File: src/hw/rtl/bitmap_range_set_clear_macros.svh
// Assertion macros used by the bitmap range set/clear back end.
`ifndef BITMAP_RANGE_SET_CLEAR_MACROS_SVH
`define BITMAP_RANGE_SET_CLEAR_MACROS_SVH

// Checks a property on every rising clock edge outside reset.
`define BMRS_ASSERT(label, prop, msg) \
  label: assert property (@(posedge clk_i) disable iff (!rst_ni) (prop)) \
    else $error(msg);

// Checks that a condition never holds outside reset.
`define BMRS_NEVER(label, cond, msg) \
  `BMRS_ASSERT(label, !(cond), msg)

`endif

File: src/hw/rtl/bmrs_pkg.sv
// Shared types and constants of the bitmap range set/clear block.
package bmrs_pkg;

  localparam int unsigned DIV_W = 16;
  localparam int unsigned WIDX_MAX_W = 17;
  localparam int unsigned OFS_MAX_W = 6;
  localparam int unsigned SPAN_MAX_W = 7;

  localparam int unsigned QUEUE_PTR_W = 1;
  localparam int unsigned QUEUE_DEPTH = 1 << QUEUE_PTR_W;

  localparam logic [2:0] CMD_SET_BIT    = 3'd0;
  localparam logic [2:0] CMD_CLR_BIT    = 3'd1;
  localparam logic [2:0] CMD_FILL_RANGE = 3'd2;
  localparam logic [2:0] CMD_CLR_RANGE  = 3'd3;
  localparam logic [2:0] CMD_TEST_BIT   = 3'd4;

  typedef enum logic [2:0] {
    OP_NONE,
    OP_SET_BIT,
    OP_CLR_BIT,
    OP_TEST_BIT,
    OP_FILL,
    OP_CLEAR
  } op_e;

  typedef struct packed {
    op_e                   op;
    logic                  err;
    logic [WIDX_MAX_W-1:0] first;
    logic [WIDX_MAX_W-1:0] last;
    logic [OFS_MAX_W-1:0]  lo;
    logic [SPAN_MAX_W-1:0] hi;
  } job_t;

endpackage

File: src/hw/rtl/bmrs_fifo.sv
// Short command queue between the front end and the back end.
module bmrs_fifo (
  input  logic           clk_i,
  input  logic           rst_ni,
  input  logic           push_i,
  input  bmrs_pkg::job_t job_i,
  input  logic           pop_i,
  output bmrs_pkg::job_t job_o,
  output logic           empty_o,
  output logic           full_o
);
  import bmrs_pkg::*;

  job_t                   entries_q [QUEUE_DEPTH];
  logic [QUEUE_PTR_W-1:0] wr_ptr_q, rd_ptr_q;
  logic [QUEUE_PTR_W:0]   count_q;

  assign empty_o = (count_q == '0);
  assign full_o  = (count_q == (QUEUE_PTR_W + 1)'(QUEUE_DEPTH));
  assign job_o   = entries_q[rd_ptr_q];

  always_ff @(posedge clk_i or negedge rst_ni) begin
    if (!rst_ni) begin
      wr_ptr_q <= '0;
      rd_ptr_q <= '0;
      count_q  <= '0;
    end else begin
      if (push_i) begin
        wr_ptr_q <= wr_ptr_q + 1'b1;
      end
      if (pop_i) begin
        rd_ptr_q <= rd_ptr_q + 1'b1;
      end
      if (push_i && !pop_i) begin
        count_q <= count_q + 1'b1;
      end else if (pop_i && !push_i) begin
        count_q <= count_q - 1'b1;
      end
    end
  end

  always_ff @(posedge clk_i) begin
    if (push_i) begin
      entries_q[wr_ptr_q] <= job_i;
    end
  end

endmodule

File: config.mk
export PLATFORM = sky130hd
export DESIGN_NAME = bmrs_fifo
export DESIGN_NICKNAME = d
export VERILOG_FILES = /design/src/hw/rtl/bitmap_range_set_clear_macros.svh /design/src/hw/rtl/bmrs_pkg.sv /design/src/hw/rtl/bmrs_fifo.sv
export SDC_FILE = /design/constraint.sdc
export NUM_CORES = 1
export LEC_CHECK = 0
export BUFFER_PORTS_ARGS = -buffer_cell sky130_fd_sc_hd__buf_2
export CAP_MARGIN = 30
export CORE_MARGIN = 2
export CORE_UTILIZATION = 45
export CTS_CLUSTER_SIZE = 16
export DETAILED_ROUTE_END_ITERATION = 7
export PLACE_DENSITY = 0.7
export SETUP_SLACK_MARGIN = 0.02
export SLEW_MARGIN = 30
export SYNTH_ARGS = -nofsm -noshare
export SYNTH_HDL_FRONTEND = slang
export SYNTH_SLANG_ARGS = --single-unit
File: constraint.sdc
create_clock -name clk_i -period 3.56 [get_ports clk_i]
set_input_delay 0 -clock clk_i [delete_from_list [all_inputs] [get_ports clk_i]]
set_output_delay 0 -clock clk_i [all_outputs]
set_load 0.01 [all_outputs]
# Word level (Yosys, flattened, before mapping)
# Memories as Yosys holds them, arrays and structs flattened.
# Index checks and enable logic that the tools add are counted.
# Widths: inputs -> output; s select.
[op_classes]
n_addsub = 4
eq_ne = 1
n_mux = 4
reduce_logical = 6
[ops]
columns = ["operator", "count"]
rows = [
  ["$mux 2", 2],
  ["$add 1x1->1 const B", 2],
  ["$add 2x1->2 const B", 1],
  ["$eq 2x2->1 const B", 1],
  ["$logic_and 1x1->1", 2],
  ["$logic_not 1->1", 2],
  ["$logic_not 2->1", 1],
  ["$mux 1", 2],
  ["$reduce_bool 2->1", 1],
  ["$sub 2x1->2 const B", 1],
]
[word_totals]
register_bits = 4
ramBits = 102
input_bits = 55
wordCells = 19
n_memories = 1
[mem_list]
columns = ["memory", "depth", "word_bits", "rd", "rd_ports_with_merged_regs", "write_ports", "line", "text"]
rows = [
  ["entries_q", 2, 51, 1, 0, 1, "bmrs_fifo.sv:14", "job_t entries_q [QUEUE_DEPTH];"],
]

# Longest topological paths before layout
# Gate-level depths: netlist of the first run.
[logic_depth]
ltp_word = 4
ltp_mapped = 5
mapped_depth_nobuf = 5

# Least setup slack after synthesis of the first run
# OpenSTA, ideal clock, no wires.
[synth_path]
path_kind = "reg2reg"
from = "reg wr_ptr_q"
to = "mem entries_q[0][0] in the netlist's numbering (enable)"
setup_ns = 0.466
t_arrival_ns = 2.676
required_ns = 3.094
path_slack_ns = 0.418
stages_incl_launch_ff = 2
cell_sequence = "dfrtp_1 -> nor2b_1"
[synth_rtl]
columns = ["element", "line", "text"]
rows = [
  ["start, declared", "bmrs_fifo.sv:15", "logic [QUEUE_PTR_W-1:0] wr_ptr_q, rd_ptr_q;"],
  ["start signal, assigned", "bmrs_fifo.sv:29", "wr_ptr_q <= wr_ptr_q + 1'b1;"],
  ["end, declared", "bmrs_fifo.sv:14", ""],
]
# Straight into the memory's write port.

==> results of run 1 <==
through the flow:
stage          setup WS [ns]  area, µm²  instances
6_report               1.634       5446        458
5_1_grt                1.521       5446        458
4_1_cts                1.477       5426        457
3_5_place_dp           1.625       4706        386
3_3_place_gp           1.654       4706        386
2_1_floorplan         0.4179       4119        175
cells by family (layout without fill, tap and decap cells):
logic type / count (synthesis) / after routing / synth area share
and+or+nand+nor: 5 / 5 / 0.006380
muxes: 51 / 51 / 0.1841
DFF: 106 / 106 / 0.7679
buffers and inverters: 7 / 182 / 0.02795
xor gates and xnor gates: 5 / 5 / 0.01063
adders and majority gates: 1 / 1 / 0.003037
flip-flops by register name, indices dropped and copies added (netlist names):
register / flops
rd_ptr_q: 1
entries_q: 102
count_q: 2
wr_ptr_q: 1
cells in the final DEF, fill, tap and decap left out, types with 2 or more instances in the layout:
cell type,netlist,final
dlygate4sd3_1,0,55
clkbuf_8,0,9
mux2_2,2,2
buf_4,0,2
xor2_1,4,4
nor2_1,2,2
buf_2,0,107
edfxtp_1,102,102
mux2_4,49,49
dfrtp_1,4,3
clkinv_4,0,2
routing by layer:
layer / wire (µm) / GRT usage / vias up
met1: 3154 / 0.1832 / 1042
met5: 0 / 0 / -
met2: 3740 / 0.2500 / 73
met3: 312 / 0.03373 / 10
met4: 131 / 0.06639 / 0
li1: - / - / 1019
what timing repair did:
action	in CTS	in global routing
gates resized for setup	0	0
hold buffers	55	0
endpoints found under the hold margin	108	0
endpoints found under the setup margin	0	0
how the worst min path moves through the flow:
stage          cells past startpoint                to  startpoint
6_report                           2  entries_q[0][19]   job_i[19]
5_1_grt                            2  entries_q[0][37]   job_i[37]
4_1_cts                            3          rd_ptr_q       pop_i
3_5_place_dp                       1        count_q[1]      rst_ni
3_3_place_gp                       1        count_q[1]      rst_ni
2_1_floorplan                      0        count_q[0]      rst_ni
report_power, final:
part	leakage, nW	total [W]	switching, W	internal (W)
registers	1.00	0.00180	0.000141	0.00166
clock network	0.0843	0.000649	0.000392	0.000256
logic	1.13	0.00124	0.000553	0.000686
area by class of cell:
cell class / instances / area (µm²)
clock buffers: 10 / 127.6
clock inverters: 6 / 42.54
fillers: 652 / 3359
inverters: 1 / 3.754
multi-input cells: 62 / 849.6
flip-flops and latches: 106 / 3167
well taps: 108 / 135.1
repair buffers: 165 / 1121
==> flow_metrics.py, run 1 <==
metrics = {
    "setup_path": {
        "crit_family": "flip-flops",
        "cp-start-kind": "flip-flop",
        "worst-path-buf-inv": 2,
        "crit_path_start": "rd_ptr_q",
        "path_cells": "buf_12 > mux2_2 > buf_2",
        "r2r-start": "wr_ptr_q",
        "rr_worst_depth": 2,
        "path_depth": 3,
        "critPathMaxFanout": 30,
        "slowest_delay_ns": 0.72,
        "required_ns": 3.56,
        "cp_slowest_cell": "dfrtp_4",
        "r2r_slack_ns": 1.66,
        "crit_path_end": "job_o[30]",
        "cp-end-kind": "primary output",
        "worstSetupPathType": "reg -> out",
        "crit_arrival_ns": 1.93,
        "worstReg2RegEnd": "entries_q[0][8]",
    },
    "logic_synthesis": {
        "seq_area_frac_synth": 0.7679,
        "yosys_register_bits": 106,
        "synth_area_um2": 4119,
        "ys.flop_type": "edfxtp_1",
        "synth_common_cells": "edfxtp_1, mux2_4, buf_12",
        "synthCells": 175,
        "synth_enable_flop_cells": 102,
        "yosysUniqueCellTypes": 13,
        "ys_warn_count": 0,
        "ys_async_sr_fraction": 0.03774,
        "yosysMostFrequentCell": "edfxtp_1",
        "yosys.area.top_type_share": 0.7436,
        "synth_nets": 231,
        "synth.area.top_cells": "edfxtp_1, mux2_4, buf_12",
        "synth_top_area_cell": "edfxtp_1",
        "avgSynthCellArea_um2": 23.54,
    },
    "route": {
        "wl_per_cell_um": 16.02,
        "num_vias": 2144,
        "finalWirelength_um": 7337,
        "viasPerCell": 4.681,
        "drc": 0,
        "final_antenna_net_count": 0,
        "dr.pass1.iters": 4,
        "dr.first_iter.drc_count": 51,
    },
    "job": {
        "cap_violations": 0,
    },
    "placed_design": {
        "place_congestion": 0.6784,
        "place_hpwl_um": 4359,
        "port_buffers": 107,
    },
    "pwr": {
        "report.power.total_w": 0.003689,
        "p_leak_nw": 2.220,
        "power_density_nw_per_um2": 677.4,
        "peakVddDrop_mv": 0.3246,
    },
    "floorplan": {
        "initial_core_util": 0.4677,
        "dieArea_um2": 9934,
        "io_pins": 108,
        "die_y_um": 99.67,
        "die_w_um": 99.67,
        "core_area_um2": 8806,
        "placementRows": 34,
    },
    "layout": {
        "drive_above_1_share": 0.5086,
        "antenna_cells": 0,
        "finalNetCount": 401,
        "final_util": 0.6185,
        "area_growth_pct": 32.23,
    },
    "clock_tree": {
        "insertion_delay_ns": 0.36,
        "htreeDepth": 3,
        "numCtsBuffers": 9,
        "path_clk_slew_ns": 0.10,
        "post_cts.repair.setup_buffers": 0,
        "clockBufferDepth": 2,
        "clkSinkCount": 106,
        "cts_root_buf": "clkbuf_8",
        "cts_tree": "done",
    },
    "min_path": {
        "hp-class": "in -> reg",
    },
    "timing": {
        "relSlewSlack": 0.4401,
        "post-route-period-util": 0.5410,
        "fmax_ghz": 0.5193,
        "finClkSkew_ns": 0.006773,
        "setup_violations": 0,
        "slew_violations": 0,
        "rsz0062_at_grt": "no",
        "tightest_slew_ns": 0.8380,
        "whs_ns": 0.3631,
        "tns_ns": 0,
        "hold_viol": 0,
        "fin_crit_ns": 1.926,
    },
    "grt": {
        "grt_pass1_vias": 2207,
        "track_usage": 0.1482,
        "grt_max_degree": 53,
        "antenna_found_initial": 0,
        "grt_pass1_wl_um": 10870,
        "grt_overflow": 0,
    },
    "run_status": {
        "status": "finished clean",
    },
}
Power figures use the tool's default switching activity.
==> run 2: changes to the inputs <==
==> constraint.sdc (replaced) <==
create_clock -name clk_i -period 2 [get_ports clk_i]
set_input_delay 0 -clock clk_i [delete_from_list [all_inputs] [get_ports clk_i]]
set_output_delay 0 -clock clk_i [all_outputs]
set_load 0.01 [all_outputs]
==> flow_metrics.py, run 2 (synthesized netlist as in run 1, its figures left out) <==
metrics = {
    "run_status": {
        "status": "finished clean",
    },
    "setup_path": {
        "worst-path-buf-inv": 2,
        "crit_arrival_ns": 1.77,
        "path_depth": 3,
        "worstReg2RegEnd": "entries_q[1][49]",
        "crit_family": "flip-flops",
        "critPathMaxFanout": 27,
        "rr_worst_depth": 2,
        "required_ns": 2.00,
        "cp-start-kind": "flip-flop",
        "crit_path_end": "job_o[11]",
        "r2r_slack_ns": 0.62,
        "r2r-start": "wr_ptr_q",
        "path_cells": "buf_12 > mux2_4 > buf_2",
        "cp_slowest_cell": "dfrtp_4",
        "crit_path_start": "rd_ptr_q",
        "cp-end-kind": "primary output",
        "worstSetupPathType": "reg -> out",
        "slowest_delay_ns": 0.64,
    },
    "clock_tree": {
        "clkSinkCount": 106,
        "path_clk_slew_ns": 0.11,
        "clockBufferDepth": 2,
        "cts_root_buf": "clkbuf_8",
        "ctsResizeCount": 0,
        "htreeDepth": 3,
        "numCtsBuffers": 9,
        "insertion_delay_ns": 0.36,
        "cts_tree": "done",
    },
    "timing": {
        "tns_ns": 0,
        "hold_viol": 0,
        "tightest_slew_ns": 0.4513,
        "fmax_ghz": 0.5652,
        "rsz0062_at_grt": "no",
        "fin_crit_ns": 1.769,
        "setup_violations": 0,
        "slew_violations": 0,
        "relSlewSlack": 0.6991,
        "finClkSkew_ns": 0.01633,
        "post-route-period-util": 0.8846,
    },
    "route": {
        "dr.pass1.iters": 4,
        "final_antenna_net_count": 0,
        "num_vias": 2149,
        "drc": 0,
        "wl_per_cell_um": 15.11,
        "finalWirelength_um": 6965,
        "dr.first_iter.drc_count": 55,
        "viasPerCell": 4.662,
    },
    "pwr": {
        "power_density_nw_per_um2": 1207,
        "peakVddDrop_mv": 0.6024,
        "p_leak_nw": 2.232,
    },
    "floorplan": {
        "dieArea_um2": 9934,
        "io_pins": 108,
        "die_w_um": 99.67,
        "core_area_um2": 8806,
        "initial_core_util": 0.4677,
        "placementRows": 34,
        "die_y_um": 99.67,
    },
    "layout": {
        "antenna_cells": 0,
        "reg_top3": "entries_q (102), count_q (2)",
        "largest_reg_flops": 102,
        "area_growth_pct": 32.99,
        "finalNetCount": 404,
        "layout_common_cells": "buf_2, edfxtp_1, dlygate4sd3_1, mux2_4, clkbuf_8",
        "drive_above_1_share": 0.5156,
        "final_common_cell": "buf_2",
        "top_register": "entries_q",
        "post-route-cell-area_um2": 5478,
    },
    "placed_design": {
        "place_hpwl_um": 4365,
        "place_congestion": 0.7160,
        "port_buffers": 107,
        "placed_cell_area_um2": 4748,
    },
    "grt": {
        "grt_max_degree": 34,
        "track_usage": 0.1411,
        "grt_pass1_wl_um": 10520,
        "grt_pass1_vias": 2190,
        "antenna_found_initial": 0,
        "grt_overflow": 0,
    },
    "job": {
        "cap_violations": 0,
    },
    "min_path": {
        "hp-class": "in -> reg",
    },
}
[run 2: cell count changes in the layout (fill, tap and decap cells not counted), sizes merged]
| cell | before | now |
|---|---|---|
| clkinvlp | 1 | 3 |
| buf | 110 | 113 |
| inv | 2 | 3 |
| clkinv | 4 | 1 |
[run 2: worst register-to-register path, cell delays in order (launching register included)]
cell and delay [ns]:
dfrtp_1 0.43, and2_2 0.18, buf_4 0.39
[run 2: area by class of cell]
type	instances	area [µm²]
fillers	625	3328
flip-flops and latches	106	3167
well taps	108	135.1
clock buffers	10	127.6
clock inverters	6	51.30
multi-input cells	62	849.6
inverters	1	3.754
repair buffers	168	1144
[run 2: power by group]
group | internal [W] | leakage [nW] | total [W] | switching [W]
combinational | 0.00125 | 1.15 | 0.00226 | 0.00101
sequential | 0.00295 | 1.00 | 0.00317 | 0.000221
clock | 0.000468 | 0.0810 | 0.00118 | 0.000708
total | 0.00467 | 2.23 | 0.00661 | 0.00194
[run 2: worst min path at each step]
stage | slack [ns] | depth (start not counted) | from | endpoint
floorplan | -0.30 | 0 | rst_ni | count_q[0]
global placement | -0.19 | 1 | rst_ni | count_q[1]
detailed placement | -0.19 | 1 | rst_ni | count_q[0]
CTS | 0.33 | 2 | job_i[40] | entries_q[0][40]
global route | 0.34 | 2 | job_i[32] | entries_q[0][32]
finish | 0.36 | 2 | job_i[0] | entries_q[0][0]
[run 2: per-stage QoR]
stage	util	hold slack, ns	std cells	power, W	setup WS, ns
after floorplan	-	-0.2956	175	0.004868	0.3964
after global placement	0.5392	-0.1902	390	0.005400	0.6178
after detailed placement	0.5392	-0.1877	390	0.005430	0.6097
after CTS	0.6221	0.3348	461	0.006686	0.2067
after global routing	0.6221	0.3367	461	0.006949	0.1466
final	0.6221	0.3621	461	0.006610	0.2308
[run 2: repair_timing]
item | CTS | global route
endpoints found under the setup margin | 0 | 0
hold endpoints to repair | 108 | 0
hold buffers | 55 | 0
setup buffers | 0 | 0
[run 2: per-layer routing]
layer | global-route usage | share of wire | up-vias
met5 | 0 | 0 | -
met4 | 0.04742 | 0.0059 | 0
met3 | 0.04708 | 0.065 | 4
met2 | 0.2339 | 0.49 | 79
met1 | 0.1752 | 0.44 | 1039
li1 | - | - | 1027
==> run 3: changes to the inputs <==
--- a/config.mk
+++ b/config.mk
@@ -7,11 +7,13 @@
 export LEC_CHECK = 0
 export BUFFER_PORTS_ARGS = -buffer_cell sky130_fd_sc_hd__buf_2
 export CAP_MARGIN = 30
+export CELL_PAD_IN_SITES_DETAIL_PLACEMENT = 2
+export CELL_PAD_IN_SITES_GLOBAL_PLACEMENT = 2
 export CORE_MARGIN = 2
-export CORE_UTILIZATION = 45
+export CORE_UTILIZATION = 39
 export CTS_CLUSTER_SIZE = 16
 export DETAILED_ROUTE_END_ITERATION = 7
-export PLACE_DENSITY = 0.7
+export PLACE_DENSITY_LB_ADDON = 0.25
 export SETUP_SLACK_MARGIN = 0.02
 export SLEW_MARGIN = 30
 export SYNTH_ARGS = -nofsm -noshare
==> flow_metrics.py, run 3 (synthesized netlist as in run 1, its figures left out) <==
metrics = {
    "setup_path": {
        "cp-end-kind": "primary output",
        "cp-start-kind": "flip-flop",
        "rr_worst_depth": 2,
        "crit_arrival_ns": 1.80,
        "critPathMaxFanout": 19,
        "required_ns": 2.00,
        "worstSetupPathType": "reg -> out",
    },
    "clock_tree": {
        "cts_root_buf": "clkbuf_8",
        "insertion_delay_ns": 0.35,
        "clkSinkCount": 106,
        "htreeDepth": 3,
        "path_clk_slew_ns": 0.09,
        "ctsResizeCount": 0,
        "clockBufferDepth": 2,
        "cts_tree": "done",
        "numCtsBuffers": 9,
    },
    "pwr": {
        "clkPwrFrac": 0.178,
        "p_comb_frac": 0.347,
        "pwr-share-seq": 0.475,
        "power.switching_w": 0.001993,
        "p_sw_frac": 0.2947,
        "peakVddDrop_mv": 0.6479,
        "power_density_nw_per_um2": 1227,
        "p_leak_nw": 2.245,
        "p_int_w": 0.004770,
        "report.power.total_w": 0.006763,
    },
    "route": {
        "dr.first_iter.drc_count": 63,
        "dr.pass1.iters": 4,
        "drc": 0,
        "final_antenna_net_count": 0,
        "viasPerCell": 4.514,
        "num_vias": 2203,
        "finalWirelength_um": 9230,
        "wl_per_cell_um": 18.91,
    },
    "timing": {
        "rsz0062_at_grt": "no",
        "slew_violations": 0,
        "whs_ns": 0.3682,
        "tns_ns": 0,
        "setup_violations": 0,
        "fmax_ghz": 0.5548,
        "relSlewSlack": 0.6897,
        "post-route-period-util": 0.9012,
        "hold_viol": 0,
        "finClkSkew_ns": 0.008084,
        "fin_crit_ns": 1.802,
        "tightest_slew_ns": 0.4655,
    },
    "grt": {
        "grt_max_degree": 33,
        "grt_overflow": 0,
        "antenna_found_initial": 0,
        "grt_pass1_vias": 2551,
        "track_usage": 0.1700,
        "grt_pass1_wl_um": 14170,
    },
    "placed_design": {
        "port_buffers": 107,
        "place_inst": 419,
        "place_congestion": 0.6501,
        "place_hpwl_um": 6069,
    },
    "layout": {
        "reg_top3": "entries_q (102), count_q (2)",
        "final_common_cell": "buf_2",
        "antenna_cells": 0,
        "layout_common_cells": "buf_2, edfxtp_1, dlygate4sd3_1, mux2_4, clkbuf_8",
        "area_growth_pct": 33.84,
        "top_register": "entries_q",
        "instances_no_fill": 488,
        "finalNetCount": 405,
        "drive_above_1_share": 0.5114,
        "largest_reg_flops": 102,
        "final_util": 0.5364,
        "fill_cells": 958,
        "register_area_um2": 3167,
        "multiInputGateArea_um2": 849.6,
    },
    "floorplan": {
        "die_y_um": 106.8,
        "dieArea_um2": 11400,
        "core_area_um2": 10280,
        "placementRows": 37,
        "io_pins": 108,
        "initial_core_util": 0.4008,
        "die_w_um": 106.8,
    },
    "job": {
        "cap_violations": 0,
    },
    "min_path": {
        "hold_depth": 2,
        "hp-class": "in -> reg",
    },
    "run_status": {
        "status": "finished clean",
    },
}
-- run 3: cell count changes in the layout (fill, tap and decap cells not counted), sizes merged --
cell	previous run	this run
clkinvlp	3	0
buf	113	114
inv	3	1
bufinv	0	1
clkinv	1	4
clkbuf	10	9
-- run 3: area by class of cell --
class,instances,share of cell area
Timing Repair Buffer,169,0.2088
Multi-Input combinational cell,62,0.1541
Inverter,1,0.0006809
Tap cell,136,0.03087
Sequential cell,106,0.5744
Clock buffer,9,0.02247
Clock inverter,5,0.008625
-- run 3: final timing paths --
path | end | slack, ns | startpoint
max in group asynchronous | rd_ptr_q | 1.20 | rst_ni
min reg2reg | count_q[1] | 0.50 | count_q[1]
max | job_o[36] | 0.20 | rd_ptr_q
max reg2reg | entries_q[1][30] | 0.63 | wr_ptr_q
min | entries_q[1][4] | 0.37 | job_i[4]
min in group asynchronous | count_q[0] | 0.58 | rst_ni
-- run 3: per-stage QoR --
step,worst slack [ns],instance area [µm²]
after floorplan,0.3964,4128
after global routing,0.1199,5513
after CTS,0.1524,5513
after global placement,0.5890,4791
after detailed placement,0.5656,4791
final,0.1976,5513
-- run 3: layer usage --
metal | part of all wire | routed length (µm) | global-route usage | up-vias
met3 | 0.041 | 382 | 0.04377 | 8
met5 | 0 | 0 | 0 | -
met1 | 0.39 | 3578 | 0.1920 | 1107
li1 | - | - | - | 1025
met2 | 0.56 | 5188 | 0.3148 | 63
met4 | 0.0087 | 80 | 0.05009 | 0
-- run 3: power by group through the flow --
stage	clock [W]	sequential (W)	combinational [W]
global placement	0	0.00322	0.00223
finish	0.00120	0.00321	0.00235
global route	0.00133	0.00326	0.00250
detailed placement	0	0.00328	0.00229
CTS	0.00126	0.00323	0.00238
floorplan	0	0.00310	0.00177
-- run 3: critical path, stage by stage, from the launching register on --
cell and delay [ns]:
dfrtp_4 0.67, buf_4 0.29, mux2_4 0.33, buf_2 0.15
-- run 3: repair_timing --
item                                   in CTS  in global routing
buffers inserted                            0                  0
endpoints found under the hold margin     108                  0
setup endpoints to repair                   0                  0
hold buffers                               55                  0
