### config.mk
export PLATFORM = sky130hd
export DESIGN_NAME = bmrs_front
export DESIGN_NICKNAME = d
export VERILOG_FILES = /design/src/hw/rtl/bitmap_range_set_clear_macros.svh /design/src/hw/rtl/bmrs_pkg.sv /design/src/hw/rtl/bmrs_front.sv
export SDC_FILE = /design/constraint.sdc
export NUM_CORES = 1
export LEC_CHECK = 0
export BUFFER_PORTS_ARGS = -buffer_cell sky130_fd_sc_hd__buf_4
export CAP_MARGIN = 20
export CORE_UTILIZATION = 53
export DETAILED_ROUTE_END_ITERATION = 12
export HOLD_SLACK_MARGIN = 0.12
export PLACE_DENSITY = 0.85
export RECOVER_POWER = 50
export SYNTH_ARGS = -nofsm -noshare
export SYNTH_HDL_FRONTEND = slang
export SYNTH_SLANG_ARGS = --single-unit
### constraint.sdc
create_clock -name clk_i -period 5.6 [get_ports clk_i]
set_input_delay 1.12 -clock clk_i [delete_from_list [all_inputs] [get_ports clk_i]]
set_output_delay 1.12 -clock clk_i [all_outputs]
set_load 0.02 [all_outputs]
### src/hw/rtl/bitmap_range_set_clear_macros.svh
// Assertion macros used by the bitmap range set/clear back end.
`ifndef BITMAP_RANGE_SET_CLEAR_MACROS_SVH
`define BITMAP_RANGE_SET_CLEAR_MACROS_SVH

// Checks a property on every rising clock edge outside reset.
`define BMRS_ASSERT(label, prop, msg) \
  label: assert property (@(posedge clk_i) disable iff (!rst_ni) (prop)) \
    else $error(msg);

// Checks that a condition never holds outside reset.
`define BMRS_NEVER(label, cond, msg) \
  `BMRS_ASSERT(label, !(cond), msg)

`endif

### src/hw/rtl/bmrs_pkg.sv
// Shared types and constants of the bitmap range set/clear block.
package bmrs_pkg;

  localparam int unsigned DIV_W = 16;
  localparam int unsigned WIDX_MAX_W = 17;
  localparam int unsigned OFS_MAX_W = 6;
  localparam int unsigned SPAN_MAX_W = 7;

  localparam int unsigned QUEUE_PTR_W = 1;
  localparam int unsigned QUEUE_DEPTH = 1 << QUEUE_PTR_W;

  localparam logic [2:0] CMD_SET_BIT    = 3'd0;
  localparam logic [2:0] CMD_CLR_BIT    = 3'd1;
  localparam logic [2:0] CMD_FILL_RANGE = 3'd2;
  localparam logic [2:0] CMD_CLR_RANGE  = 3'd3;
  localparam logic [2:0] CMD_TEST_BIT   = 3'd4;

  typedef enum logic [2:0] {
    OP_NONE,
    OP_SET_BIT,
    OP_CLR_BIT,
    OP_TEST_BIT,
    OP_FILL,
    OP_CLEAR
  } op_e;

  typedef struct packed {
    op_e                   op;
    logic                  err;
    logic [WIDX_MAX_W-1:0] first;
    logic [WIDX_MAX_W-1:0] last;
    logic [OFS_MAX_W-1:0]  lo;
    logic [SPAN_MAX_W-1:0] hi;
  } job_t;

endpackage

### src/hw/rtl/bmrs_front.sv
// Front end: accepts commands, splits positions into word and offset, classifies.
module bmrs_front #(
  parameter int unsigned BITMAP_BITS = 32768,
  parameter int unsigned WORD_BITS   = 32
) (
  input  logic           clk_i,
  input  logic           rst_ni,
  input  logic           start_i,
  input  logic           hold_i,
  input  logic [2:0]     command_i,
  input  logic [14:0]    bit_position_i,
  input  logic [14:0]    range_start_i,
  input  logic [15:0]    range_end_i,
  input  logic           full_i,
  output logic           busy_o,
  output logic           push_o,
  output bmrs_pkg::job_t job_o
);
  import bmrs_pkg::*;

  localparam int unsigned Shift = DIV_W + $clog2(WORD_BITS);
  localparam longint unsigned Recip = ((64'd1 << Shift) + WORD_BITS - 1) / WORD_BITS;
  localparam int unsigned RecipW = $clog2(Recip + 1);
  localparam int unsigned ProdW = DIV_W + RecipW;

  logic             f1_valid_q, f1_valid_d;
  logic             accept;
  logic             is_range;
  logic [DIV_W-1:0] xa, xb, qa, qb;
  logic [ProdW-1:0] prod_a, prod_b;
  logic [2:0]       cmd_q;
  logic [DIV_W-1:0] xa_q, xb_q, end_q, qa_q, qb_q;
  logic [DIV_W-1:0] ra, rb;
  logic             pos_ok, end_over;
  job_t             job;

  assign busy_o = hold_i || (f1_valid_q && full_i);
  assign accept = start_i && !busy_o;
  assign push_o = f1_valid_q && !full_i;

  assign is_range = (command_i == CMD_FILL_RANGE) || (command_i == CMD_CLR_RANGE);
  assign xa = is_range ? {1'b0, range_start_i} : {1'b0, bit_position_i};
  assign xb = range_end_i - 16'd1;
  assign prod_a = ProdW'(xa) * ProdW'(Recip);
  assign prod_b = ProdW'(xb) * ProdW'(Recip);
  assign qa = DIV_W'(prod_a >> Shift);
  assign qb = DIV_W'(prod_b >> Shift);

  assign f1_valid_d = accept || (f1_valid_q && !push_o);

  always_ff @(posedge clk_i or negedge rst_ni) begin
    if (!rst_ni) begin
      f1_valid_q <= 1'b0;
    end else begin
      f1_valid_q <= f1_valid_d;
    end
  end

  always_ff @(posedge clk_i) begin
    if (accept) begin
      cmd_q <= command_i;
      xa_q  <= xa;
      xb_q  <= xb;
      end_q <= range_end_i;
      qa_q  <= qa;
      qb_q  <= qb;
    end
  end

  assign ra = xa_q - DIV_W'(qa_q * DIV_W'(WORD_BITS));
  assign rb = xb_q - DIV_W'(qb_q * DIV_W'(WORD_BITS));
  assign pos_ok = 32'(xa_q) < 32'(BITMAP_BITS);
  assign end_over = 32'(end_q) > 32'(BITMAP_BITS);

  always_comb begin
    job       = '0;
    job.op    = OP_NONE;
    job.first = WIDX_MAX_W'(qa_q);
    job.last  = WIDX_MAX_W'(qb_q);
    job.lo    = ra[OFS_MAX_W-1:0];
    job.hi    = SPAN_MAX_W'(rb) + SPAN_MAX_W'(1);
    unique case (cmd_q)
      CMD_SET_BIT: begin
        job.last = job.first;
        job.err  = !pos_ok;
        job.op   = pos_ok ? OP_SET_BIT : OP_NONE;
      end
      CMD_CLR_BIT: begin
        job.last = job.first;
        job.err  = !pos_ok;
        job.op   = pos_ok ? OP_CLR_BIT : OP_NONE;
      end
      CMD_TEST_BIT: begin
        job.last = job.first;
        job.err  = !pos_ok;
        job.op   = pos_ok ? OP_TEST_BIT : OP_NONE;
      end
      CMD_FILL_RANGE, CMD_CLR_RANGE: begin
        if (end_q > xa_q) begin
          job.err = end_over;
          if (!end_over) begin
            job.op = (cmd_q == CMD_FILL_RANGE) ? OP_FILL : OP_CLEAR;
          end
        end
      end
      default: begin
        job.op = OP_NONE;
      end
    endcase
  end

  assign job_o = job;

endmodule

# --- Yosys cells after proc, flatten, opt, wreduce, memory -nomap -nowiden ---
# Index checks and enable logic that the tools add are counted.
totals:
  wordCells: 44
  inputBits: 54
  register_bits: 63
  out_inout_bits: 53
classes:
  reduce_logical: 14
  order_cmp: 3
  n_addsub: 4
  n_mux: 10
  eq_ne: 6
op_table:
  columns: ["operator", "n"]
  rows:
  - ["$gt 16x15->1", 1]
  - ["$gt 16x16->1 const B", 1]
  - ["$lt 15x16->1 const B", 1]
  - ["$sub 16x1->16 const B", 1]
  - ["$mux 15", 1]
  - ["$eq 3x2->1 const B", 4]
  - ["$pmux 3 s4", 1]
  - ["$mux 11", 1]
  - ["$add 7x1->7 const B", 1]
  - ["$sub 7x7->7", 1]
  - ["$sub 6x6->6", 1]
  - ["$logic_and 1x1->1", 4]
  - ["$logic_not 1->1", 4]
  - ["$mux 2", 2]
  - ["$mux 4", 1]
  - ["$eq 3x1->1 const B", 1]
  - ["$eq 3x3->1 const B", 1]
  - ["$logic_not 3->1", 1]
  - ["$logic_or 1x1->1", 3]
  - ["$mux 3", 1]
  - ["$reduce_or 3->1", 1]
  - ["$mux 1", 2]
  - ["$pmux 1 s2", 1]
  - ["$reduce_or 2->1", 1]

# --- Depth between registers and ports, before layout ---
# Gate-level depths: netlist of run 1.
logic_depth:
  depth_word: 5
  ltp_mapped: 8
  depth_no_buf: 8

# --- Worst setup path before layout of run 1 ---
# OpenSTA, ideal clock, no wires.
synth_path:
  path_kind: "register to output"
  from: "register xa_q[13]"
  to: "output job_o[48] (netlist name)"
  path_buffers: 0
  path_stages_with_launch: 7
  slack_ps: 2515
  t_required_ps: 4480
  arrival_time_ps: 1965
  cell_sequence: "edfxtp_1 inv_1 ha_1 nand4b_4 a2111o_1 a31oi_2 a21o_1"
synth_lines:
  columns: ["item", "line_no", "text"]
  rows:
  - ["from (decl)", "bmrs_front.sv:32", "logic [DIV_W-1:0] xa_q, xb_q, end_q, qa_q, qb_q;"]
  - ["from (signal assigned)", "bmrs_front.sv:62", "xa_q <= xa;"]
  - ["to (decl)", "bmrs_front.sv:17", "output bmrs_pkg::job_t job_o"]

# --- Worst setup path in the final report of run 1 ---
layout_path:
  from: "input full_i"
  to: "register xa_q[11] (enable)"
layout_between:
  elab_chain_cells: 4
layout_lines:
  columns: ["item", "line_no", "text"]
  rows:
  - ["from (decl)", "bmrs_front.sv:14", "input logic full_i,"]
  - ["$logic_and 1x1->1", "bmrs_front.sv:37", "assign busy_o = hold_i || (f1_valid_q && full_i);"]
  - ["$logic_or 1x1->1", "bmrs_front.sv:37", null]
  - ["$logic_not 1->1", "bmrs_front.sv:38", "assign accept = start_i && !busy_o;"]
  - ["$logic_and 1x1->1", "bmrs_front.sv:38", null]
  - ["net accept", "bmrs_front.sv:27", "logic accept;"]
# The timed path passes the listed nets, and every way through them passes these cells.
# A chain may end at the register's enable or synchronous reset.

==> results.md, run 1 <==
- Status: finished, violations left
- Violated checks: max-capacitance violations, max-slew violations
- Routed Antenna Nets: 0
- Hold_sp: f1_valid_q
- Rows: 26
- GRT met3 Usage: 0.0515
- Slew @ Worst Pin: between 2 and 2.5 ns
- Hold Buf Count CTS: 0
- Slew headroom: -0.555
- Remaining DRCs: 0
- Number of synthesized flops with an enable pin: 50
- Post-CTS Resized: 0
- Chip height: 76.0 um
- TritonCTS clock tree: built
- Maximum root-to-sink buffer count: 2
- Asr flop ratio synth: 0.0196
- WS Path Type: in2reg
- Die Area: 5780 um^2
- Worst-path fanout max: 44
- Die W: approximately 76 um
- PortBufs: 92
- Crit path arrival time: 3.57 ns
- CP startpoint: full_i
- Vias in the first global route: between 2k and 2.5k
- Clock Skews: 0.00310 ns
- H-tree depth: 2
- Clock Latency Late Sink: 0.31 ns
- Global route hottest layer: met2
- Routed via count: 2004
- Area grow syn2layout: 25.1%
- Clock buffer count from CTS: 5
- Hold Slack: 0.514 ns
- Final Hold Fails: 0
- RSZ-0062 raised after global routing: no
- Clk sink count: 51
- Fraction of layout cells with a size suffix above 1: 0.300
- Final Critical Period: between 3 and 4 ns
- GR Util met2: 0.371
- Final max-slew violation count: 45
- Tot GR Track Use: 0.209
- Sequential area share after synthesis: 0.526
- Post-synth cell types: 39
- Final Cycle Share: 0.656
- Initial Util: 0.558
- Initial antenna violation count: 0
- Boundary Pins: 107
- Final setup TNS: 0 ns
- Final setup fails: 0
- Synth top area share: 0.517
- Post-CTS Setup Bufs: 0
- Wire per inst: 14.9 um
- Crit. End Element: register
- Synth area leaders: edfxtp_1 (52%), ha_1 (9.9%), mux2_1 (6.6%)
- Drt first pass iters: 4
- Yosys Warn Count: 0
- Reg2reg start: f1_valid_q
- VDD IR-drop max: 0.156 mV
- Mapped Avg Cell Area: 12.7 um^2
- Hold WC Path Type: reg2reg
- Reg clk slew, reported paths: 0.09 ns
- WL final: 5.92 mm
- Met1 GRT Util: 0.254
- Gr ovfl total: 0
- Mapped cell area: roughly 2900 um^2
- Clock root buffer: clkbuf_8
- Final net count: 403
- Placeable core area: between 5000 and 6000 um^2
- Max cap viols: 1
- Count leader, synth: edfxtp_1
- Global-route wire length before repair: 9.34 mm
- Static Leakage: 1.58 nW
- Yosys top cell by area: edfxtp_1
- Finished Cell Area: approximately 3600 um^2
- Fmax: ~270 MHz
- Leading cell types by count after synthesis: edfxtp_1 (50), inv_1 (27), ha_1 (23), mux2_1 (17), buf_4 (14)
- Post-Syn Instances: roughly 230
- Final HPWL from detailed placement: 4.51 mm
- DP Area: approximately 3600 um^2
- Cell Pwr Density: 230 nW/um^2
- #FFs+latches synth: 51
- Top FF cell, synth: edfxtp_1
- DR vias/cell: 5.05
- Hold path cells: 1
- Reg2reg path depth: 3
- Antenna Cells: 0
- Initial drt markers: 92
- Gpl congestion: 0.775
- Required time worst endpoint: 5.49 ns
- Critical Path Source Type: primary input
- Filler cells: 397
- Largest net degree at the start of global routing: 52
==> cells in the final DEF, fill, tap and decap left out, types with 2 or more instances in the layout <==
cell        synthesis  layout
a21o_1              2       2
nor3_1              5       5
mux2_2              8       8
buf_4              14      72
nor2b_1             4       4
nor2_1             13      13
inv_1              27      27
o21ai_0             2       2
mux2_1             17      17
clkbuf_4            0       3
clkbuf_1            1      19
clkbuf_8            0       5
a21oi_1             7       7
xnor2_1             6       6
nor4_1              4       5
nand4_1             3       3
ha_1               23      23
edfxtp_1           50      50
xor2_1             11      11
clkinvlp_4          0       2
conb_1              1      14
a211oi_1            2       2
nand3_1             2       2
nand2_1             7       7
==> final cells by class <==
type / instances / area [um^2] / area share
Timing Repair Buffer: 94 / 634 / 0.175
Multi-Input combinational cell: 147 / 1190 / 0.328
Clock inverter: 3 / 23.8 / 0.00654
Clock buffer: 5 / 68.8 / 0.0189
Inverter: 27 / 101 / 0.0279
Tap cell: 70 / 87.6 / 0.0241
Sequential cell: 51 / 1530 / 0.420
==> logic make-up (layout without fill, tap and decap cells) <==
kind of cell	count (synthesis)	count (layout)	share of synthesized area
other	1	14	0.00129
adder cells (fa/ha/maj)	23	23	0.0991
XOR/XNOR	17	17	0.0513
flip-flops	51	51	0.526
buffers and inverters	44	129	0.0759
AND/OR/NAND/NOR	48	48	0.100
multiplexers	25	25	0.0970
AO/OA/AOI/OAI	20	20	0.0491
==> worst max-delay path: stages <==
cell and delay (ns):
clkbuf_1 0.10, a21oi_1 0.15, and2_0 0.46, clkbuf_1 1.71
==> power breakdown <==
part           internal (mW)  switching [mW]
Clock                 0.0895           0.129
Sequential             0.443          0.0104
Combinational         0.0718          0.0897
Total                  0.605           0.229
==> sequential cells by signal, indices dropped and copies added, names as in the netlist <==
register	cells
xb_q	6
xa_q	15
qb_q	10
f1_valid_q	1
end_q	16
cmd_q	3
==> per-layer routing <==
metal  up-vias  routed length, um
met2        86               3070
met4         0                 24
met3         2                340
met1       934               2480
li1        982                  -
met5         -                  0
==> through the flow <==
stage | total power [mW] | setup slack (ns) | utilization | std cells
6_report | 0.834 | 1.92 | 0.698 | 397
2_1_floorplan | 0.559 | 2.51 | - | 242
3_3_place_gp | 0.623 | 2.54 | 0.694 | 387
5_1_grt | 0.869 | 1.71 | 0.698 | 397
4_1_cts | 0.843 | 2.18 | 0.713 | 396
3_5_place_dp | 0.630 | 2.54 | 0.695 | 388
==> final timing paths <==
| path | end | slack (ns) |
|---|---|---|
| max | xa_q[11] | 1.92 |
| min | f1_valid_q | 0.51 |
| max reg2reg | xa_q[11] | 2.42 |
| min reg2reg | f1_valid_q | 0.51 |
| max in group asynchronous | f1_valid_q | 4.93 |
| min in group asynchronous | f1_valid_q | 0.59 |
Power figures use the tool's default switching activity.
==> inputs of run 2 (changes only) <==
--- a/config.mk
+++ b/config.mk
@@ -5,12 +5,13 @@
 export SDC_FILE = /design/constraint.sdc
 export NUM_CORES = 1
 export LEC_CHECK = 0
+export ABC_AREA = 1
 export BUFFER_PORTS_ARGS = -buffer_cell sky130_fd_sc_hd__buf_4
 export CAP_MARGIN = 20
-export CORE_UTILIZATION = 53
+export CORE_UTILIZATION = 50
 export DETAILED_ROUTE_END_ITERATION = 12
 export HOLD_SLACK_MARGIN = 0.12
-export PLACE_DENSITY = 0.85
+export PLACE_DENSITY = 0.81
 export RECOVER_POWER = 50
 export SYNTH_ARGS = -nofsm -noshare
 export SYNTH_HDL_FRONTEND = slang
==> constraint.sdc (replaced) <==
create_clock -name clk_i -period 3.7 [get_ports clk_i]
set_input_delay 0.74 -clock clk_i [delete_from_list [all_inputs] [get_ports clk_i]]
set_output_delay 0.74 -clock clk_i [all_outputs]
set_load 0.02 [all_outputs]
==> results.md, run 2 <==
- Post-CTS Resized: 0 (unchanged)
- Tot GR Track Use: 0.202 (-0.00608)
- Final max-slew violation count: 0 (-100%)
- Rows: 27 (+3.8%)
- Commonest non-fill, non-tap cell in the layout: buf_4
- Area of the multi-input gates: 1170 um^2 (-1.7%)
- WL final: 5.77 mm (-2.5%)
- Mapped Avg Cell Area: 10.3 um^2 (-19%)
- Leading cell types by count after synthesis: edfxtp_1 (50), nand2_1 (47), inv_1 (45), nor2_1 (27), ha_1 (23)
- Register area: 1530 um^2 (unchanged)
- Clock root buffer: clkbuf_8
- Post-Syn Instances: 286 (+25%)
- Initial antenna violation count: 0 (unchanged)
- Reg2reg start: f1_valid_q
- Initial drt markers: 113 (+23%)
- Boundary Pins: 107 (unchanged)
- Required time worst endpoint: 2.96 ns (-2.53 ns)
- Final Hold Fails: 0 (unchanged)
- Mux cell area share after synthesis: 0.0572 (-0.0398)
- PortBufs: 92 (unchanged)
- Maximum root-to-sink buffer count: 2 (unchanged)
- #FFs+latches synth: 51 (unchanged)
- Fraction of layout cells with a size suffix above 1: 0.219 (-0.0809)
- Post-synth cell types: 28 (-28%)
- Crit path arrival time: 1.91 ns (-1.66 ns)
- Vias in the first global route: 2191 (+7.6%)
- Reg clk slew, reported paths: 0.09 ns (about the same)
- Slew headroom: 0.192 (+0.747)
- Filler cells: 496 (+25%)
- Synth area leaders: edfxtp_1 (51%), ha_1 (9.7%), nand2_1 (6.0%)
- Initial Util: 0.526 (-0.0314)
- Clock Skews: 0.00386 ns (+0.000757 ns)
- Final HPWL from detailed placement: 4.57 mm (+1.2%)
- Synth top area share: 0.509 (-0.00855)
- Number of synthesized flops with an enable pin: 50 (unchanged)
- Mapped cell area: 2950 um^2 (+1.7%)
- Clock buffer count from CTS: 5 (unchanged)
- H-tree depth: 2 (unchanged)
- Die W: 78.8 um (+3.7%)
- Final setup fails: 0 (unchanged)
- Routed Antenna Nets: 0 (unchanged)
- VDD IR-drop max: 0.218 mV (+40%)
- Global-route wire length before repair: 9.62 mm (+3.0%)
- Critical Path Source Type: register
- Placeable core area: 5610 um^2 (+7.7%)
- Clock Latency Late Sink: 0.30 ns (about the same)
- Simple-gate share of the synthesized area: 0.141 (+0.0407)
- Yosys top cell by area: edfxtp_1
- Drt first pass iters: 4 (unchanged)
- Gr ovfl total: 0 (unchanged)
- Cell Pwr Density: 338 nW/um^2 (+47%)
- RSZ-0062 raised after global routing: no
- Remaining DRCs: 0 (unchanged)
- Fmax: ~380 MHz
- Final Critical Period: 2.65 ns
- Post-CTS Setup Bufs: 0 (unchanged)
- Top FF cell, synth: edfxtp_1
- Final Cycle Share: 0.717
- Yosys Warn Count: 0 (unchanged)
- Max reg flops: 16 (unchanged)
- TritonCTS clock tree: built
- Final setup TNS: 0 ns (unchanged)
- Routed via count: 2226 (+11%)
- Gpl congestion: 0.809 (+4.4%)
- R2R Setup Slk: 1.76 ns (-0.66 ns)
- DR vias/cell: 4.88 (-3.3%)
- Worst-path fanout max: 3 (-93%)
- Antenna Cells: 0 (unchanged)
- Count leader, synth: edfxtp_1
- Max cap viols: 0 (-1)
- Reg2reg path depth: 4 (+1)
- Hold WC Path Type: in2async
- Largest net degree at the start of global routing: 51 (-1.9%)
- Chip height: 78.8 um (+3.7%)
- WS Path Type: reg2out
- Status: finished clean
- RR Endpoint: xa_q[10]
- Biggest register: end_q
- Clk sink count: 51 (unchanged)
- Die Area: 6210 um^2 (+7.6%)
- Most frequent cells in the layout: buf_4 (55), edfxtp_1 (50), nand2_1 (48)
- Asr flop ratio synth: 0.0196 (unchanged)
- Slew @ Worst Pin: 1.21 ns (-1.12 ns)
- Crit. End Element: output pin
- Fin cells: 456 (+15%)
- Final Power: 1.22 mW (+46%)
- Adder-cell share of the synthesized area: 0.0975 (-0.00164)
- # placed instances: 448 (+15%)
- Hold Buf Count CTS: 0 (unchanged)
- Top flop regs: end_q x16, xa_q x15, qb_q x10
- Wire per inst: 12.6 um (-15%)
- Post-Synth XOR/XNOR Area: 0.0445 (-0.00678)
- Static Leakage: 1.63 nW (+3.5%)
- Post-synthesis compound-gate area fraction: 0.0437 (-0.00548)
- Final net count: 460 (+14%)
- Area grow syn2layout: 22.3%
- Main combinational cell family by area after synthesis: simple AND/OR/NAND/NOR gates
- Sequential area share after synthesis: 0.517 (-0.00869)
## run 2: cell count changes in the layout (fill, tap and decap cells not counted), sizes merged, moves of 6 or more
cell	previous run	this run
nor2	13	31
nand2	7	49
clkbuf	27	45
inv	28	45
mux2	25	15
o21ai	2	14
nor4	6	0
buf	72	55
## run 2: power by group
part	switching [mW]	internal, mW	total [mW]
Clock	0.170	0.129	0.299
Combinational	0.141	0.100	0.241
Sequential	0.0121	0.669	0.681
## run 2: metal layers
layer	global-route usage	wire, um	up-vias
li1	-	-	1106
met1	0.245	2450	1034
met4	0.0709	89	0
met2	0.356	2920	76
met5	0	0	-
met3	0.0437	306	10
## run 2: per-stage QoR
step	setup WS, ns	area (um^2)	hold slack, ns	utilization
floorplan	0.150	3000	0.444	-
global placement	1.44	3680	0.497	0.657
detailed placement	1.39	3680	0.511	0.657
CTS	1.05	3760	0.185	0.671
global route	0.825	3610	0.195	0.644
finish	1.05	3610	0.216	0.644
## run 2: final cells by class
| class | count | share of cell area |
|---|---|---|
| Clock inverter | 2 | 0.00208 |
| Timing Repair Buffer | 94 | 0.159 |
| Clock buffer | 6 | 0.0201 |
| Tap cell | 72 | 0.0249 |
| Inverter | 45 | 0.0468 |
| Multi-Input combinational cell | 186 | 0.324 |
| Sequential cell | 51 | 0.423 |
## run 2: worst max-delay path: stages, from the launching register on
cell and delay [ns]:
edfxtp_1 0.42, ha_1 0.33, inv_1 0.05, nor3_1 0.20, nor2b_1 0.19, nand2_1 0.07, nand2_1 0.07, nand3_1 0.08
nand2_1 0.07, buf_4 0.13
## run 2: cell families (layout without fill, tap and decap cells)
| logic type | after synthesis | count (layout) |
|---|---|---|
| simple gates | 95 | 95 |
| mux | 15 | 15 |
| buf+inv | 62 | 147 |
| compound gates | 24 | 24 |
| flops | 51 | 51 |
| other cells | 1 | 14 |
| fa+ha+maj | 23 | 23 |
| xor+xnor | 15 | 15 |
## run 2: worst max path at each step
stage                     slack [ns]      start   endpoint
after CTS                       1.05  end_q[14]  job_o[50]
after detailed placement        1.39  end_q[14]  job_o[50]
after global placement          1.44  end_q[14]  job_o[50]
final                           1.05  end_q[14]  job_o[48]
after floorplan                 0.15     full_i   cmd_q[0]
after global routing            0.82  end_q[14]  job_o[48]
==> inputs of run 3 (changes only) <==
--- a/config.mk
+++ b/config.mk
@@ -8,10 +8,10 @@
 export ABC_AREA = 1
 export BUFFER_PORTS_ARGS = -buffer_cell sky130_fd_sc_hd__buf_4
 export CAP_MARGIN = 20
-export CORE_UTILIZATION = 50
+export CORE_UTILIZATION = 45
 export DETAILED_ROUTE_END_ITERATION = 12
 export HOLD_SLACK_MARGIN = 0.12
-export PLACE_DENSITY = 0.81
+export PLACE_DENSITY = 0.77
 export RECOVER_POWER = 50
 export SYNTH_ARGS = -nofsm -noshare
 export SYNTH_HDL_FRONTEND = slang
==> constraint.sdc (replaced) <==
create_clock -name clk_i -period 2.35 [get_ports clk_i]
set_input_delay 0.47 -clock clk_i [delete_from_list [all_inputs] [get_ports clk_i]]
set_output_delay 0.47 -clock clk_i [all_outputs]
set_load 0.02 [all_outputs]
==> results.md, run 3 (same netlist as run 2, synthesis figures left out) <==
- Status: finished, violations left
- Violated checks: negative setup slack
- Max reg flops: 16 (unchanged)
- Tot GR Track Use: 0.175 (-0.0271)
- Final Critical Period: roughly 2.4 ns
- Most common cell type on the critical path: nand2_1
- Final Cycle Share: 1.00
- Area grow syn2layout: 29.0%
- Filler cells: 538 (+8.5%)
- Final HPWL from detailed placement: 4.37 mm (-4.2%)
- Fmax: 424 MHz
- Clock Skews: 0.00815 ns (+0.00430 ns)
- Pre-CTS WS: 0.290 ns (-1.10 ns)
- Final max-slew violation count: 0 (unchanged)
- DR vias/cell: 4.77 (-2.3%)
- Final Hold Fails: 0 (unchanged)
- WL final: 5.77 mm (about the same)
- VDD IR-drop max: 0.275 mV (+27%)
- Placeable core area: 6350 um^2 (+13%)
- Final net count: 464 (+0.87%)
- Wire per inst: 12.4 um (-1.9%)
- Initial antenna violation count: 0 (unchanged)
- Maximum root-to-sink buffer count: 2 (unchanged)
- H-tree depth: 2 (unchanged)
- PortBufs: 92 (unchanged)
- Worst-path fanout max: 2 (-1)
- WP buf/inv: 1 (-1)
- Routed via count: 2217 (-0.40%)
- CP max-delay cell: edfxtp_1
- Gr ovfl total: 0 (unchanged)
- Initial Util: 0.465 (-0.0615)
- Required time worst endpoint: 1.88 ns (-1.08 ns)
- Fraction of layout cells with a size suffix above 1: 0.286 (+0.0673)
- Antenna Cells: 0 (unchanged)
- Largest net degree at the start of global routing: 51 (unchanged)
- Crit. End Element: output pin
- Critical Path Source Type: register
- Gpl congestion: 0.824 (+1.8%)
- RSZ-0062 raised after global routing: yes
- Largest stage delay, worst path: 0.45 ns (+0.03 ns)
- WS Path Type: reg2out
- Clock Latency Late Sink: 0.30 ns (about the same)
- Cell Chain, Critical Path: ha_4 > nand2_4 > nor3_4 > nor2b_4 > nand2_1 > nand2_1 > nand2_1 > nor2_1 > buf_4
- Crit path max-delay family: simple AND/OR/NAND/NOR gates
- Crit path arrival time: 1.89 ns (-0.02 ns)
- Remaining DRCs: 0 (unchanged)
- Clk sink count: 51 (unchanged)
- Commonest non-fill, non-tap cell in the layout: buf_4
- Cell Pwr Density: 571 nW/um^2 (+69%)
- Routed Antenna Nets: 0 (unchanged)
- Boundary Pins: 107 (unchanged)
- Final setup fails: 1 (+1)
- Rows: 29 (+7.4%)
- Top flop regs: end_q x16, xa_q x15, qb_q x10
- Die W: 83.0 um (+5.3%)
- Most frequent cells in the layout: buf_4 (69), edfxtp_1 (50), nand2_1 (46)
- Vias in the first global route: 2249 (+2.6%)
- Setup WS post-layout: -0.00812 ns (-1.05 ns)
- Global-route wire length before repair: 9.69 mm (+0.72%)
- Biggest register: end_q
- Clock root buffer: clkbuf_8
- Drt first pass iters: 4 (unchanged)
- Chip height: 83.0 um (+5.3%)
- Hold WC Path Type: in2reg
- Static Leakage: 1.72 nW (+5.7%)
- Initial drt markers: 87 (-23%)
- TritonCTS clock tree: built
- Clock buffer count from CTS: 5 (unchanged)
- Reg clk slew, reported paths: 0.09 ns (about the same)
- Max cap viols: 0 (unchanged)
- Slew headroom: 0.197 (+0.00552)
- Slew @ Worst Pin: 1.20 ns (-0.00828 ns)
- Final setup TNS: -0.00812 ns (-0.00812 ns)
- Die Area: 6890 um^2 (+11%)
[run 3: cell types whose count changed in the layout (fill, tap and decap cells not counted), sizes merged]
cell / delta
bufinv: +2
buf: +14
clkinv: -2
clkbuf: -11
dlygate4sd3: +1
[run 3: path summary, 6_finish.rpt]
| kind | startpoint | end | slack (ns) | cells after the start |
|---|---|---|---|---|
| worst max-delay path | end_q[13] | job_o[50] | -0.008 | 9 |
| worst min-delay path | hold_i | f1_valid_q | 0.36 | 2 |
| worst max register to register | f1_valid_q | qb_q[10] | 0.39 | 4 |
| worst min register to register | f1_valid_q | f1_valid_q | 0.52 | 2 |
| max in group asynchronous | rst_ni | f1_valid_q | 1.76 | 2 |
| min in group asynchronous | rst_ni | f1_valid_q | 0.50 | 2 |
[run 3: worst register-to-register path, stage by stage, from the launching register on]
cell	delay [ns]
dfrtp_1	0.39
nand2_1	0.08
nand2_1	0.10
nor2_4	0.09
clkbuf_2	0.89
[run 3: layer usage]
metal / track usage / vias to the layer above / routed length [um]
li1: - / 1115 / -
met1: 0.217 / 1018 / 2480
met2: 0.297 / 78 / 2910
met3: 0.0467 / 6 / 325
met4: 0.0596 / 0 / 58
met5: 0 / - / 0
[run 3: layout make-up]
cell class	count	area [um^2]	share of cell area
clock buffers	6	72.6	0.0191
clock inverters	2	60.1	0.0158
inverters	45	169	0.0443
multi-input cells	186	1230	0.324
flip-flops and latches	51	1530	0.401
well taps	77	96.3	0.0253
repair buffers	98	649	0.170
[run 3: repair_timing]
| item | 4_1_cts | 5_1_grt |
|---|---|---|
| setup buffers | 0 | 2 |
| pin swaps | 0 | 10 |
| gates resized for setup | 2 | 12 |
| hold buffers | 1 | 0 |
| setup endpoints to repair | 2 | 2 |
| endpoints found under the hold margin | 1 | 0 |
[run 3: power breakdown]
group          leakage (nW)  switching (mW)  total (mW)  internal (mW)
Clock                0.0654           0.274       0.700          0.425
Combinational          1.18           0.229       0.403          0.174
Sequential            0.478          0.0201        1.07           1.05
[run 3: metrics by stage]
step	utilization	power [mW]	hold slack (ns)	cell area, um^2	std cells
after CTS	0.608	2.20	0.343	3860	463
after detailed placement	0.584	1.50	0.246	3710	454
final	0.600	2.18	0.363	3810	465
after global routing	0.600	2.29	0.342	3810	465
after floorplan	-	1.33	0.174	3010	299
after global placement	0.584	1.49	0.246	3710	454
